`src/design/image_fnv1a_block_hash_core_macros.svh`:
```
// Assertion macros shared by the image hash core.
`ifndef IMAGE_FNV1A_BLOCK_HASH_CORE_MACROS_SVH
`define IMAGE_FNV1A_BLOCK_HASH_CORE_MACROS_SVH

// Same-cycle implication, sampled on the rising clock edge, off during reset.
`define FHASH_ASSERT_NOW(lbl, ante, cons, msg) \
	lbl: assert property (@(posedge clk) disable iff (!arst_n) (ante) |-> (cons)) \
		else $error(msg);

// Next-cycle implication, sampled on the rising clock edge, off during reset.
`define FHASH_ASSERT_NEXT(lbl, ante, cons, msg) \
	lbl: assert property (@(posedge clk) disable iff (!arst_n) (ante) |=> (cons)) \
		else $error(msg);

`endif

```
`src/design/fhash_pkg.sv`:
```
// Shared types and constants of the image hash core.
package fhash_pkg;

	localparam logic [63:0] FNV_BASIS       = 64'hCBF29CE484222325;
	// The FNV prime is 2^40 + 0x1B3.
	localparam int unsigned FNV_PRIME_SHIFT = 40;
	localparam logic [8:0]  FNV_PRIME_LO    = 9'h1B3;
	localparam logic [63:0] FMIX_K1         = 64'hFF51AFD7ED558CCD;
	localparam logic [63:0] FMIX_K2         = 64'hC4CEB9FE1A85EC53;
	localparam int unsigned FMIX_SHIFT      = 33;

	localparam int unsigned QUEUE_DEPTH = 2;
	localparam logic [3:0]  HDR_BYTES   = 4'd10;
	localparam int unsigned TDATA_W     = 120;

	typedef enum logic [1:0] {
		CMD_HDR,
		CMD_ZERO,
		CMD_PIX
	} fhash_kind_t;

	// One input item after unpacking.
	typedef struct packed {
		logic        mode;
		logic [15:0] width;
		logic [15:0] height;
		logic [7:0]  channels;
		logic [7:0]  format;
		logic [63:0] pixel_data;
		logic [3:0]  valid_bytes;
		logic        last_word;
	} fhash_item_t;

	// One queued command for the mixing engine.
	typedef struct packed {
		fhash_kind_t kind;
		logic [79:0] data;
		logic [3:0]  count;
		logic        whole;
		logic        last;
	} fhash_cmd_t;

	typedef enum logic [2:0] {
		ST_IDLE,
		ST_MIX,
		ST_XS,
		ST_MUL,
		ST_OUT
	} fhash_state_t;

endpackage

```
`src/design/image_fnv1a_block_hash_core.sv`:
```
// Top level of the streaming FNV-1a image hash core with fmix64 finish.
//
// Use: the slave stream carries one transaction per header or pixel word. tuser
// is the mode (0 header, 1 pixel word), tlast marks the final pixel word, and
// tdata carries the header and pixel fields. A valid header opens an image and
// gives no result; a header whose width, height or channels is zero gives a
// hash of 0 as one master transaction. Pixel words of an open image are folded
// in, and the word with tlast gives the finished hash on the master stream.
// Pixel words outside an open image are taken and dropped.
// Throughput is set by the mixing engine, which performs one FNV multiply per
// cycle: it folds a header byte by byte, a full word at once and a short word
// byte by byte, and runs the fmix64 finish after the last word. It takes the
// next command from the queue only once it is through with the current one.
// A command queue of QUEUE_DEPTH entries lets the front end keep accepting
// transactions while the engine works or while a result waits in the output
// register. When the receiver stalls, the result holds, the engine stops at
// its next result and the queue fills before tready falls.
// After reset no image is open, the queue is empty and no result is pending.
`include "image_fnv1a_block_hash_core_macros.svh"

module image_fnv1a_block_hash_core #(
	parameter int unsigned QUEUE_DEPTH = fhash_pkg::QUEUE_DEPTH
) (
	input  logic                          clk,
	input  logic                          arst_n,
	input  logic                          s_tvalid,
	output logic                          s_tready,
	// Fields from bit 0 up: width[15:0], height[15:0], channels[7:0],
	// format[7:0], pixel_data[63:0], valid_bytes[3:0], then four zero bits.
	input  logic [fhash_pkg::TDATA_W-1:0] s_tdata,
	// Fields from bit 0 up: mode.
	input  logic                          s_tuser,
	input  logic                          s_tlast,
	output logic                          m_tvalid,
	input  logic                          m_tready,
	// Fields from bit 0 up: hash[63:0].
	output logic [63:0]                   m_tdata
);
	import fhash_pkg::*;

	fhash_item_t item;
	fhash_cmd_t  push_cmd;
	fhash_cmd_t  pop_cmd;
	logic        push;
	logic        pop;
	logic        full;
	logic        empty;
	logic        bad_hdr;
	logic        zero_push;

	// Unpack the slave transaction into its fields.
	assign item.mode        = s_tuser;
	assign item.width       = s_tdata[15:0];
	assign item.height      = s_tdata[31:16];
	assign item.channels    = s_tdata[39:32];
	assign item.format      = s_tdata[47:40];
	assign item.pixel_data  = s_tdata[111:48];
	assign item.valid_bytes = s_tdata[115:112];
	assign item.last_word   = s_tlast;

	fhash_front u_front (
		.clk      (clk),
		.arst_n   (arst_n),
		.in_valid (s_tvalid),
		.in_ready (s_tready),
		.item     (item),
		.push     (push),
		.push_cmd (push_cmd),
		.full     (full)
	);

	fhash_fifo #(
		.DEPTH (QUEUE_DEPTH)
	) u_fifo (
		.clk      (clk),
		.arst_n   (arst_n),
		.push     (push),
		.push_cmd (push_cmd),
		.full     (full),
		.pop      (pop),
		.pop_cmd  (pop_cmd),
		.empty    (empty)
	);

	fhash_back u_back (
		.clk       (clk),
		.arst_n    (arst_n),
		.empty     (empty),
		.cmd       (pop_cmd),
		.pop       (pop),
		.out_valid (m_tvalid),
		.out_ready (m_tready),
		.out_hash  (m_tdata)
	);

	// A header transaction with zero width, and a zero-hash command being queued.
	assign bad_hdr   = s_tvalid && s_tready && !s_tuser && (s_tdata[15:0] == 16'd0);
	assign zero_push = push && (push_cmd.kind == CMD_ZERO);

	// The queue is never written while full, nor read while empty.
	`FHASH_ASSERT_NOW(a_no_push_full, full, !push, "command pushed into a full queue")
	`FHASH_ASSERT_NOW(a_no_pop_empty, empty, !pop, "command popped from an empty queue")
	// A header with zero width must queue a zero-hash command in the same cycle.
	`FHASH_ASSERT_NOW(a_bad_hdr_zero, bad_hdr, zero_push, "zero hash not queued")

endmodule

```
`src/design/fhash_front.sv`:
```
// Front end: accepts items, tracks whether an image is open and queues commands.
module fhash_front (
	input  logic                   clk,
	input  logic                   arst_n,
	input  logic                   in_valid,
	output logic                   in_ready,
	input  fhash_pkg::fhash_item_t item,
	output logic                   push,
	output fhash_pkg::fhash_cmd_t  push_cmd,
	input  logic                   full
);
	import fhash_pkg::*;

	logic open_q;
	logic accept;
	logic hdr_ok;

	assign in_ready = !full;
	assign accept   = in_valid && in_ready;
	assign hdr_ok   = (item.width != 16'd0) && (item.height != 16'd0) &&
		(item.channels != 8'd0);

	always_comb begin
		push          = 1'b0;
		push_cmd.kind = CMD_PIX;
		push_cmd.data = {16'd0, item.pixel_data};
		push_cmd.count = item.valid_bytes;
		push_cmd.whole = 1'b0;
		push_cmd.last  = item.last_word;
		if (!item.mode) begin
			push           = accept;
			push_cmd.kind  = hdr_ok ? CMD_HDR : CMD_ZERO;
			// Header bytes in mixing order: width, height, channels, format.
			push_cmd.data  = {item.format, item.channels, 16'd0, item.height,
				16'd0, item.width};
			push_cmd.count = HDR_BYTES;
			push_cmd.last  = 1'b0;
		end else begin
			// Pixel words of a closed image are dropped here.
			push = accept && open_q;
			if (item.valid_bytes >= 4'd8) begin
				push_cmd.whole = 1'b1;
				push_cmd.count = 4'd1;
			end
		end
	end

	always_ff @(posedge clk or negedge arst_n) begin
		if (!arst_n) begin
			open_q <= 1'b0;
		end else if (accept) begin
			if (!item.mode) begin
				open_q <= hdr_ok;
			end else if (item.last_word) begin
				open_q <= 1'b0;
			end
		end
	end

endmodule

```
`src/design/fhash_fifo.sv`:
```
// Short command queue between the front end and the mixing engine.
module fhash_fifo #(
	parameter int unsigned DEPTH = fhash_pkg::QUEUE_DEPTH
) (
	input  logic                  clk,
	input  logic                  arst_n,
	input  logic                  push,
	input  fhash_pkg::fhash_cmd_t push_cmd,
	output logic                  full,
	input  logic                  pop,
	output fhash_pkg::fhash_cmd_t pop_cmd,
	output logic                  empty
);
	import fhash_pkg::*;

	localparam int unsigned AW = (DEPTH > 1) ? $clog2(DEPTH) : 1;
	localparam int unsigned CW = $clog2(DEPTH + 1);

	fhash_cmd_t      mem_q [DEPTH];
	logic [AW-1:0]   wr_ptr_q;
	logic [AW-1:0]   rd_ptr_q;
	logic [CW-1:0]   count_q;

	function automatic logic [AW-1:0] next_ptr(input logic [AW-1:0] p);
		return (p == AW'(DEPTH - 1)) ? '0 : p + 1'b1;
	endfunction

	assign full    = (count_q == CW'(DEPTH));
	assign empty   = (count_q == '0);
	assign pop_cmd = mem_q[rd_ptr_q];

	always_ff @(posedge clk) begin
		if (push) begin
			mem_q[wr_ptr_q] <= push_cmd;
		end
	end

	always_ff @(posedge clk or negedge arst_n) begin
		if (!arst_n) begin
			wr_ptr_q <= '0;
			rd_ptr_q <= '0;
			count_q  <= '0;
		end else begin
			if (push) begin
				wr_ptr_q <= next_ptr(wr_ptr_q);
			end
			if (pop) begin
				rd_ptr_q <= next_ptr(rd_ptr_q);
			end
			if (push && !pop) begin
				count_q <= count_q + 1'b1;
			end else if (pop && !push) begin
				count_q <= count_q - 1'b1;
			end
		end
	end

endmodule

```
`src/design/fhash_back.sv`:
```
// Mixing engine: FNV-1a byte and word folding, fmix64 finish and result register.
module fhash_back (
	input  logic                  clk,
	input  logic                  arst_n,
	input  logic                  empty,
	input  fhash_pkg::fhash_cmd_t cmd,
	output logic                  pop,
	output logic                  out_valid,
	input  logic                  out_ready,
	output logic [63:0]           out_hash
);
	import fhash_pkg::*;

	fhash_state_t state_q, state_d;
	logic [63:0]  hash_q;
	logic [79:0]  buf_q;
	logic [3:0]   cnt_q;
	logic         whole_q;
	logic         last_q;
	logic [63:0]  fin_q;
	logic [63:0]  acc_q;
	logic [1:0]   ph_q;
	logic [1:0]   rnd_q;
	logic         out_valid_q;
	logic [63:0]  out_hash_q;

	logic         out_load;
	logic [63:0]  mix_x;
	logic [63:0]  mix_next;
	logic [63:0]  fin_xs;
	logic [63:0]  kconst;
	logic [31:0]  mul_a;
	logic [31:0]  mul_b;
	logic [63:0]  mul_p;

	// FNV step: multiply by 2^40 + 0x1B3 as a shift and a narrow product.
	assign mix_x    = hash_q ^ (whole_q ? buf_q[63:0] : {56'd0, buf_q[7:0]});
	assign mix_next = {mix_x[63-FNV_PRIME_SHIFT:0], {FNV_PRIME_SHIFT{1'b0}}} +
		64'(mix_x * FNV_PRIME_LO);

	assign fin_xs = fin_q ^ (fin_q >> FMIX_SHIFT);

	// 64-bit product modulo 2^64 from three 32 by 32 partial products.
	assign kconst = (rnd_q == 2'd0) ? FMIX_K1 : FMIX_K2;
	assign mul_a  = (ph_q == 2'd1) ? fin_q[63:32] : fin_q[31:0];
	assign mul_b  = (ph_q == 2'd2) ? kconst[63:32] : kconst[31:0];
	assign mul_p  = mul_a * mul_b;

	always_comb begin
		state_d = state_q;
		case (state_q)
			ST_IDLE: begin
				if (!empty) begin
					state_d = (cmd.kind == CMD_ZERO) ? ST_OUT : ST_MIX;
				end
			end
			ST_MIX: begin
				if (cnt_q == 4'd0) begin
					state_d = last_q ? ST_XS : ST_IDLE;
				end
			end
			ST_XS: begin
				state_d = (rnd_q == 2'd2) ? ST_OUT : ST_MUL;
			end
			ST_MUL: begin
				if (ph_q == 2'd2) begin
					state_d = ST_XS;
				end
			end
			ST_OUT: begin
				if (out_load) begin
					state_d = ST_IDLE;
				end
			end
			default: begin
				state_d = ST_IDLE;
			end
		endcase
	end

	always_comb begin
		pop      = 1'b0;
		out_load = 1'b0;
		case (state_q)
			ST_IDLE: begin
				pop = !empty;
			end
			ST_OUT: begin
				out_load = !out_valid_q || out_ready;
			end
			default: begin
				pop      = 1'b0;
				out_load = 1'b0;
			end
		endcase
	end

	always_ff @(posedge clk or negedge arst_n) begin
		if (!arst_n) begin
			state_q     <= ST_IDLE;
			ph_q        <= '0;
			rnd_q       <= '0;
			cnt_q       <= '0;
			whole_q     <= 1'b0;
			last_q      <= 1'b0;
			out_valid_q <= 1'b0;
		end else begin
			state_q <= state_d;
			if (pop) begin
				cnt_q   <= cmd.count;
				whole_q <= cmd.whole;
				last_q  <= cmd.last;
				rnd_q   <= '0;
			end
			if (state_q == ST_MIX && cnt_q != 4'd0) begin
				cnt_q <= cnt_q - 4'd1;
			end
			if (state_q == ST_XS) begin
				ph_q <= '0;
			end
			if (state_q == ST_MUL) begin
				ph_q <= ph_q + 2'd1;
				if (ph_q == 2'd2) begin
					rnd_q <= rnd_q + 2'd1;
				end
			end
			if (out_load) begin
				out_valid_q <= 1'b1;
			end else if (out_ready) begin
				out_valid_q <= 1'b0;
			end
		end
	end

	always_ff @(posedge clk) begin
		if (pop) begin
			buf_q <= cmd.data;
			if (cmd.kind == CMD_HDR) begin
				hash_q <= FNV_BASIS;
			end
			if (cmd.kind == CMD_ZERO) begin
				fin_q <= '0;
			end
		end
		case (state_q)
			ST_MIX: begin
				if (cnt_q != 4'd0) begin
					hash_q <= mix_next;
					buf_q  <= buf_q >> 8;
				end else begin
					fin_q <= hash_q;
				end
			end
			ST_XS: begin
				fin_q <= fin_xs;
			end
			ST_MUL: begin
				case (ph_q)
					2'd0: acc_q <= mul_p;
					2'd1: acc_q <= acc_q + {mul_p[31:0], 32'd0};
					default: fin_q <= acc_q + {mul_p[31:0], 32'd0};
				endcase
			end
			default: begin
			end
		endcase
		if (out_load) begin
			out_hash_q <= fin_q;
		end
	end

	assign out_valid = out_valid_q;
	assign out_hash  = out_hash_q;

endmodule

```
`config.mk`:
```
export PLATFORM = sky130hd
export DESIGN_NAME = image_fnv1a_block_hash_core
export DESIGN_NICKNAME = d
export VERILOG_FILES = /design/src/design/fhash_pkg.sv /design/src/design/image_fnv1a_block_hash_core.sv /design/src/design/fhash_front.sv /design/src/design/fhash_fifo.sv /design/src/design/fhash_back.sv
export VERILOG_INCLUDE_DIRS = /design/src /design/src/design
export SDC_FILE = /design/constraint.sdc
export NUM_CORES = 2
export LEC_CHECK = 0
export CAP_MARGIN = 10
export CORE_MARGIN = 10
export CORE_UTILIZATION = 39
export DETAILED_ROUTE_END_ITERATION = 8
export DONT_BUFFER_PORTS = 1
export PLACE_DENSITY = 0.54
export SLEW_MARGIN = 5
export SYNTH_ARGS = -nofsm -noshare
export SYNTH_HDL_FRONTEND = slang
export SYNTH_SLANG_ARGS = --single-unit
```
`constraint.sdc`:
```
create_clock -name clk -period 11.1 [get_ports clk]
set_input_delay 1.11 -clock clk [delete_from_list [all_inputs] [get_ports clk]]
set_output_delay 1.11 -clock clk [all_outputs]
set_load 0.1 [all_outputs]
```
---- Yosys cells after proc, flatten, opt, wreduce, memory -nomap -nowiden ----
Memories as Yosys holds them, arrays and structs flattened.
Cells that the tools add are included.
word-level totals
  register bits ........................... 355
  memory bits (writable) .................. 176
  input port bits ......................... 126
  output and inout bits ................... 66
  logic and storage cells ................. 128
  memories kept ........................... 1
memories
  name          depth  width  rd ports  clocked after Yosys merged registers in  write ports  line              source
  u_fifo.mem_q  2      88     1         0                                        1            fhash_fifo.sv:19  fhash_cmd_t mem_q [DEPTH];
cells by class
  $add $sub $neg .......................... 9
  multipliers ............................. 2
  $lt $le $gt $ge ......................... 1
  equal/unequal tests ..................... 14
  muxes and demuxes ....................... 51
  bitwise gates (word level) .............. 2
  reductions and logical operators ........ 32
operators by type and width
  cell                                                                   count
  64-bit two-way mux                                                     9
  80-bit two-way mux                                                     3
  64-bit one-hot mux with 3 select lines                                 1
  64-bit adder                                                           2
  64-bit one-hot mux with 2 select lines                                 1
  82-bit two-way mux                                                     1
  32-bit by 32-bit multiplier with 64-bit output                         1
  64-bit by 9-bit multiplier with 64-bit output (second input constant)  1
  32-bit two-way mux                                                     2
  64-bit by 31-bit XOR with 64-bit output                                1
  64-bit XOR                                                             1
  62-bit two-way mux                                                     1
  16-bit nonzero test                                                    2
  3-bit two-way mux                                                      6
  2-bit two-way mux                                                      8
  3-bit one-hot mux with 5 select lines                                  1
  1-bit two-way mux                                                      14
  4-bit two-way mux                                                      3
  2-bit nonzero test                                                     5
  2-bit zero test                                                        4
  2-bit by 1-bit != test with 1-bit output (second input constant)       4
  8-bit nonzero test                                                     1
  1-bit logical AND                                                      7
  2-bit by 1-bit adder with 2-bit output (second input constant)         3
  other kinds (19)                                                       29

---- Logic depth before layout (Yosys ltp) ----
  word-level depth ........................ 9
  gate-level depth with buffers ........... 41
  depth with buffers taken out ............ 39

---- Modules after synthesis ----
Synthesis repeated with hierarchy kept, for this count alone.
second synthesis, totals
  cell total of the unflattened synthesis .. 6275
  area total of the unflattened synthesis .. 63821.2 um^2
by module, submodules not included
  module       times used  cells an instance  area an instance (um^2)  seq. area each (um^2)
  fhash_back   1           5863               56289.0                  8688.3
  fhash_fifo   1           290                6568.8                   5385.2
  fhash_front  1           122                963.4                    25.0

---- Worst setup path before layout ----
Ideal clock, no wire load.
  path type ............................... register to register
  start ................................... register u_back.ph_q[1]
  end ..................................... register u_back.fin_q[63], data pin
  library setup time ...................... 0.263 ns
  arrival time ............................ 9.492 ns
  data required time ...................... 10.837 ns
  slack ................................... 1.345 ns
  stages on the path, launching flop included .. 40
  buffers on the path ..................... 3
  period minus slack after synthesis ...... 9.755 ns
  path through ............................ dfrtp_1 > inv_1 > ha_1 > clkbuf_1 > clkbuf_1 > buf_1 > mux2_2 > inv_1 > nor2_1 > fa_1 > inv_1 > fa_1 > inv_1 > fa_1 > inv_1 > fa_1 > inv_1 > fa_1 > [... 4 more ...] > fa_1 > ha_1 > a21oi_1 > o21ai_0 > or3_1 > a31oi_2 > o21ai_0 > xor2_1 > ha_1 > and2_1 > nand2_1 > a21oi_1 > a211oi_1 > a221oi_1 > a31oi_1 > xnor2_1 > nand2_1 > o21ai_0
on the way
  longest elaborated chain between the ends .. 6
  elaborated cells between the ends (all ways) .. 10
  those cells by class .................... add/sub: 1; mul: 1; eq/ne: 2; mux: 4; reduce/logical: 2
ends and longest elaborated chain
  element                                                                    line                                                   source
  from (decl)                                                                fhash_back.sv:22                                       logic [1:0] ph_q;
  from (signal assigned)                                                     fhash_back.sv:122                                      ph_q <= ph_q + 2'd1;
  2-bit by 1-bit == test with 1-bit output or 2-bit == test (tied branches)  fhash_back.sv:45, fhash_back.sv:158, fhash_back.sv:46
  32-bit two-way mux (on tied branches)                                      fhash_back.sv:45, fhash_back.sv:46
  32-bit by 32-bit multiplier with 64-bit output                             fhash_back.sv:47                                       assign mul_p = mul_a * mul_b;
  64-bit adder                                                               fhash_back.sv:161                                      default: fin_q <= acc_q + {mul_p[31:0], 32'd0};
  64-bit two-way mux *                                                       fhash_back.sv:158                                      case (ph_q)
  64-bit one-hot mux with 3 select lines *                                   fhash_back.sv:145                                      case (state_q)
  to (signal assigned)                                                       fhash_back.sv:151                                      fin_q <= hash_q;
  to (signal assigned)                                                       fhash_back.sv:155                                      fin_q <= fin_xs;
  to (signal assigned)                                                       fhash_back.sv:161
  to (decl)                                                                  fhash_back.sv:20                                       logic [63:0] fin_q;
Every way passes the cells marked *; elsewhere a longest branch is shown, timed or not.
A chain may end at the register's enable or synchronous reset.

---- Worst setup path after layout ----
  start ................................... register u_back.ph_q[0]
  end ..................................... register u_back.fin_q[63], data pin
The elaborated chain is that of the path after synthesis.

==> results.yml <==
place:
  finalWeightedCongestion: 1.01
  detailedPlace.worstSlack_ns: 0.682
  hpwlAfterDp_um: 175000
  port-buffer-count: 0
sta:
  setup_viol_count_final: 0
  tns_ns: 0
  worstMarginPinSlew_ns: 1.09
  number_of_hold_violations_in_the_final_report: 0
  max_freq_ghz: 0.0947
  timing.clock.skew_ns: 0.0608
  rsz0062_at_grt: "no"
  setup_slack_ns: 0.537
  layout_worst_path_cycle_share_pct: 95.2
  report.final.slew_viol_count: 0
  layout_min_cycle_time_ns: 10.56
  timing.slew.headroom_pct: 27.3
clocking:
  clk_path_buf_depth: 3
  htreeDepth: 2
  cts_resized: 0
  post_cts_hold_buffer_count: 0
  cts_root_buf: "sky130_fd_sc_hd__clkbuf_16"
  cts-buffers-inserted: 52
  clkSinkCount: 531
  clkSlewWorstSetupHoldPaths_ns: 0.07
  clk-insertion-delay-late_ns: 0.65
  cts_tree: "yes"
  post_cts_setup_repair_bufs: 0
global_route:
  grt_first_pass_wirelength_um: 304000
  grt_use_total_pct: 22.7
  grt_remaining_overflow: 0
  grt_start_max_net_pins: 90
  antenna_violations_before_repair: 3
  grt_pass1_vias: 45500
yosys:
  number_of_enable_flip_flop_cells_after_synthesis: 337
  synthesized_area_divided_by_synthesized_cell_count_um2: 10.4
  postSynthCellCount: 6065
  synthSimpleGateAreaFrac_pct: 7.86
  ys_top_cells_by_area: "sky130_fd_sc_hd__fa_1 (35%), sky130_fd_sc_hd__edfxtp_1 (16%), sky130_fd_sc_hd__ha_1 (10%)"
  syn-cell-area_mm2: 0.0631
  number_of_synthesized_register_bits: 531
  synth_xor_area_share_pct: 3.70
  synth_flop_cell: "sky130_fd_sc_hd__edfxtp_1"
  seq_area_frac_synth_pct: 22.4
  dominant_combinational_cell_family_by_area_after_synthesis: "adder cells"
  synth.distinct_cells: 90
  synth.largest_area_cell: "sky130_fd_sc_hd__fa_1"
  ys.warnings.count: 0
  share_of_the_synthesized_area_in_the_top_cell_type_pct: 35.2
  synth_fp_nets: 7806
  async_flop_share_pct: 3.58
  synthAdderAreaFrac_pct: 45.3
  synth_compound_gate_area_share_pct: 8.61
  yosys-mux-area-fraction_pct: 2.72
layout:
  num-fill-cells: 15500
  multi_input_area_mm2: 0.0431
  layout-area-overhead-vs-synth_pct: 7.76
  layout.area.seq_mm2: 0.0141
  layout-drive-gt1-share_pct: 5.34
  final_nets: 7805
detailed_routing:
  drt_drc: 0
  vias_per_cell: 5.25
  ant_nets: 0
  drtPass1Iterations: 7
  drtIter0Drc: 3656
  detail_route.wl_per_cell_um: 24.6
  vias: 43400
  route.final.wire_length_um: 204000
critical_path:
  timing.critical_path.mode_cell: "sky130_fd_sc_hd__fa_1"
  critical_path_arrival_ns: 10.96
  worst-path-max-fanout: 7
  cpPeakStageDelay_ns: 0.67
  cp.required_ns: 11.50
  critPathCaptureType: "register"
  cpMaxStageDelayCell: "sky130_fd_sc_hd__ha_1"
  worstSetupPathType: "reg -> reg"
  setup.worst_path.start_class: "register"
worst_hold_path:
  holdCritPathClass: "in -> async"
floorplanning:
  core.rowCount: 147
  ioPinCount: 192
  placeableCoreArea_mm2: 0.161
  initial_utilization_pct: 39.3
  die_w_um: 422
  design.die.area_mm2: 0.178
  die-height_um: 422
outcome:
  status: "finished clean"
flow_run:
  max_cap_violations: 0
[Yosys cell counts (25+ instances only)]
master,count
sky130_fd_sc_hd__fa_1,1110
sky130_fd_sc_hd__o21ai_0,193
sky130_fd_sc_hd__a221o_1,107
sky130_fd_sc_hd__clkbuf_1,155
sky130_fd_sc_hd__nand4_1,35
sky130_fd_sc_hd__xor2_1,71
sky130_fd_sc_hd__ha_1,505
sky130_fd_sc_hd__nor2b_1,52
sky130_fd_sc_hd__nand3_1,62
sky130_fd_sc_hd__inv_1,1384
sky130_fd_sc_hd__a21oi_1,216
sky130_fd_sc_hd__dfxtp_1,175
sky130_fd_sc_hd__edfxtp_1,337
sky130_fd_sc_hd__o21bai_1,30
sky130_fd_sc_hd__nand2_1,415
sky130_fd_sc_hd__and2_1,96
sky130_fd_sc_hd__nor3_1,31
sky130_fd_sc_hd__mux2_2,51
sky130_fd_sc_hd__xnor2_1,193
sky130_fd_sc_hd__nor2_1,331
sky130_fd_sc_hd__mux2i_1,114
sky130_fd_sc_hd__a21o_1,61
sky130_fd_sc_hd__nand2b_1,25
[final cells by class]
type	instances	area share, %
Clock inverter	18	0.361
Clock buffer	80	2.33
Multi-Input combinational cell	3952	63.4
Timing Repair Buffer	136	1.52
Antenna cell	1	0.00368
Tap cell	2160	3.98
Inverter	1391	7.68
Sequential cell	531	20.8
[layout by cell type (no fill, tap or decap), types with 95 or more instances in the layout]
cell and count:
sky130_fd_sc_hd__mux2i_1 114, sky130_fd_sc_hd__o21ai_0 193, sky130_fd_sc_hd__buf_4 135, sky130_fd_sc_hd__ha_1 502, sky130_fd_sc_hd__a221o_1 107, sky130_fd_sc_hd__nor2_1 328, sky130_fd_sc_hd__edfxtp_1 337, sky130_fd_sc_hd__nand2_1 414
sky130_fd_sc_hd__xnor2_1 193, sky130_fd_sc_hd__dfxtp_1 175, sky130_fd_sc_hd__inv_1 1381, sky130_fd_sc_hd__fa_1 1110, sky130_fd_sc_hd__a21oi_1 215, sky130_fd_sc_hd__and2_1 95
[kinds of logic after synthesis]
group / count (synthesis)
compound gates: 801
xor+xnor: 265
fa+ha+maj: 1616
buf+inv: 1582
flops: 531
mux: 165
simple gates: 1105
[final timing paths]
kind | from | end | slack [ns] | depth (start not counted)
max | u_back.ph_q[0]$_DFFE_PN0P_ | u_back.fin_q[63]$_DFFE_PN_ | 0.54 | 39
min | arst_n | u_front.open_q$_DFFE_PN0P_ | 0.15 | 0
max reg2reg | u_back.ph_q[0]$_DFFE_PN0P_ | u_back.fin_q[63]$_DFFE_PN_ | 0.54 | 39
min reg2reg | u_back.buf_q[73]$_DFF_P_ | u_back.buf_q[73]$_DFF_P_ | 0.46 | 2
max in group asynchronous | arst_n | u_back.cnt_q[2]$_DFFE_PN0P_ | 10.86 | 0
min in group clk | u_back.buf_q[73]$_DFF_P_ | u_back.buf_q[73]$_DFF_P_ | 0.46 | 2
[stage by stage]
stage / area, um^2 / std cells / utilization [%] / hold WS (ns)
after floorplan: 63100 / 6065 / - / 0.426
after detailed placement: 66100 / 8170 / 41.2 / 0.448
after global routing: 67900 / 8268 / 42.3 / 0.111
final: 68000 / 8269 / 42.3 / 0.150
after global placement: 66100 / 8170 / 41.2 / 0.439
after CTS: 67900 / 8268 / 42.3 / 0.105
[critical path: cells and delay by family (launching register included)]
family                     cells  cell delay [ns]
and+or+nand+nor                7             1.24
AOI/OAI and AO/OA             11             2.20
buffers and inverters          8             1.02
xor gates and xnor gates       2             0.42
adders and majority gates     11             4.95
DFF                            1             0.43
[sequential cells by signal (all words and copies together), names as in the netlist, 2 cells and up]
name and cells:
u_back.state_q 3, u_back.buf_q 80, u_back.rnd_q 2, u_fifo.count_q 2, u_back.acc_q 64, u_back.ph_q 2
u_back.fin_q 64, u_back.cnt_q 4, u_back.out_hash 64, u_fifo.mem_q 176, u_back.hash_q 64
[metal layers]
layer	part of all wire (%)	routed length, um	global-route usage [%]
met3	8.0	16300	4.95
met4	4.0	8160	7.40
met2	44	89100	34.5
met5	0.0069	14	0
met1	44	90000	32.1
Power is left out: the tool's default activity adds up to more than one toggle a clock period on the data nets, which glitch-free logic cannot reach.
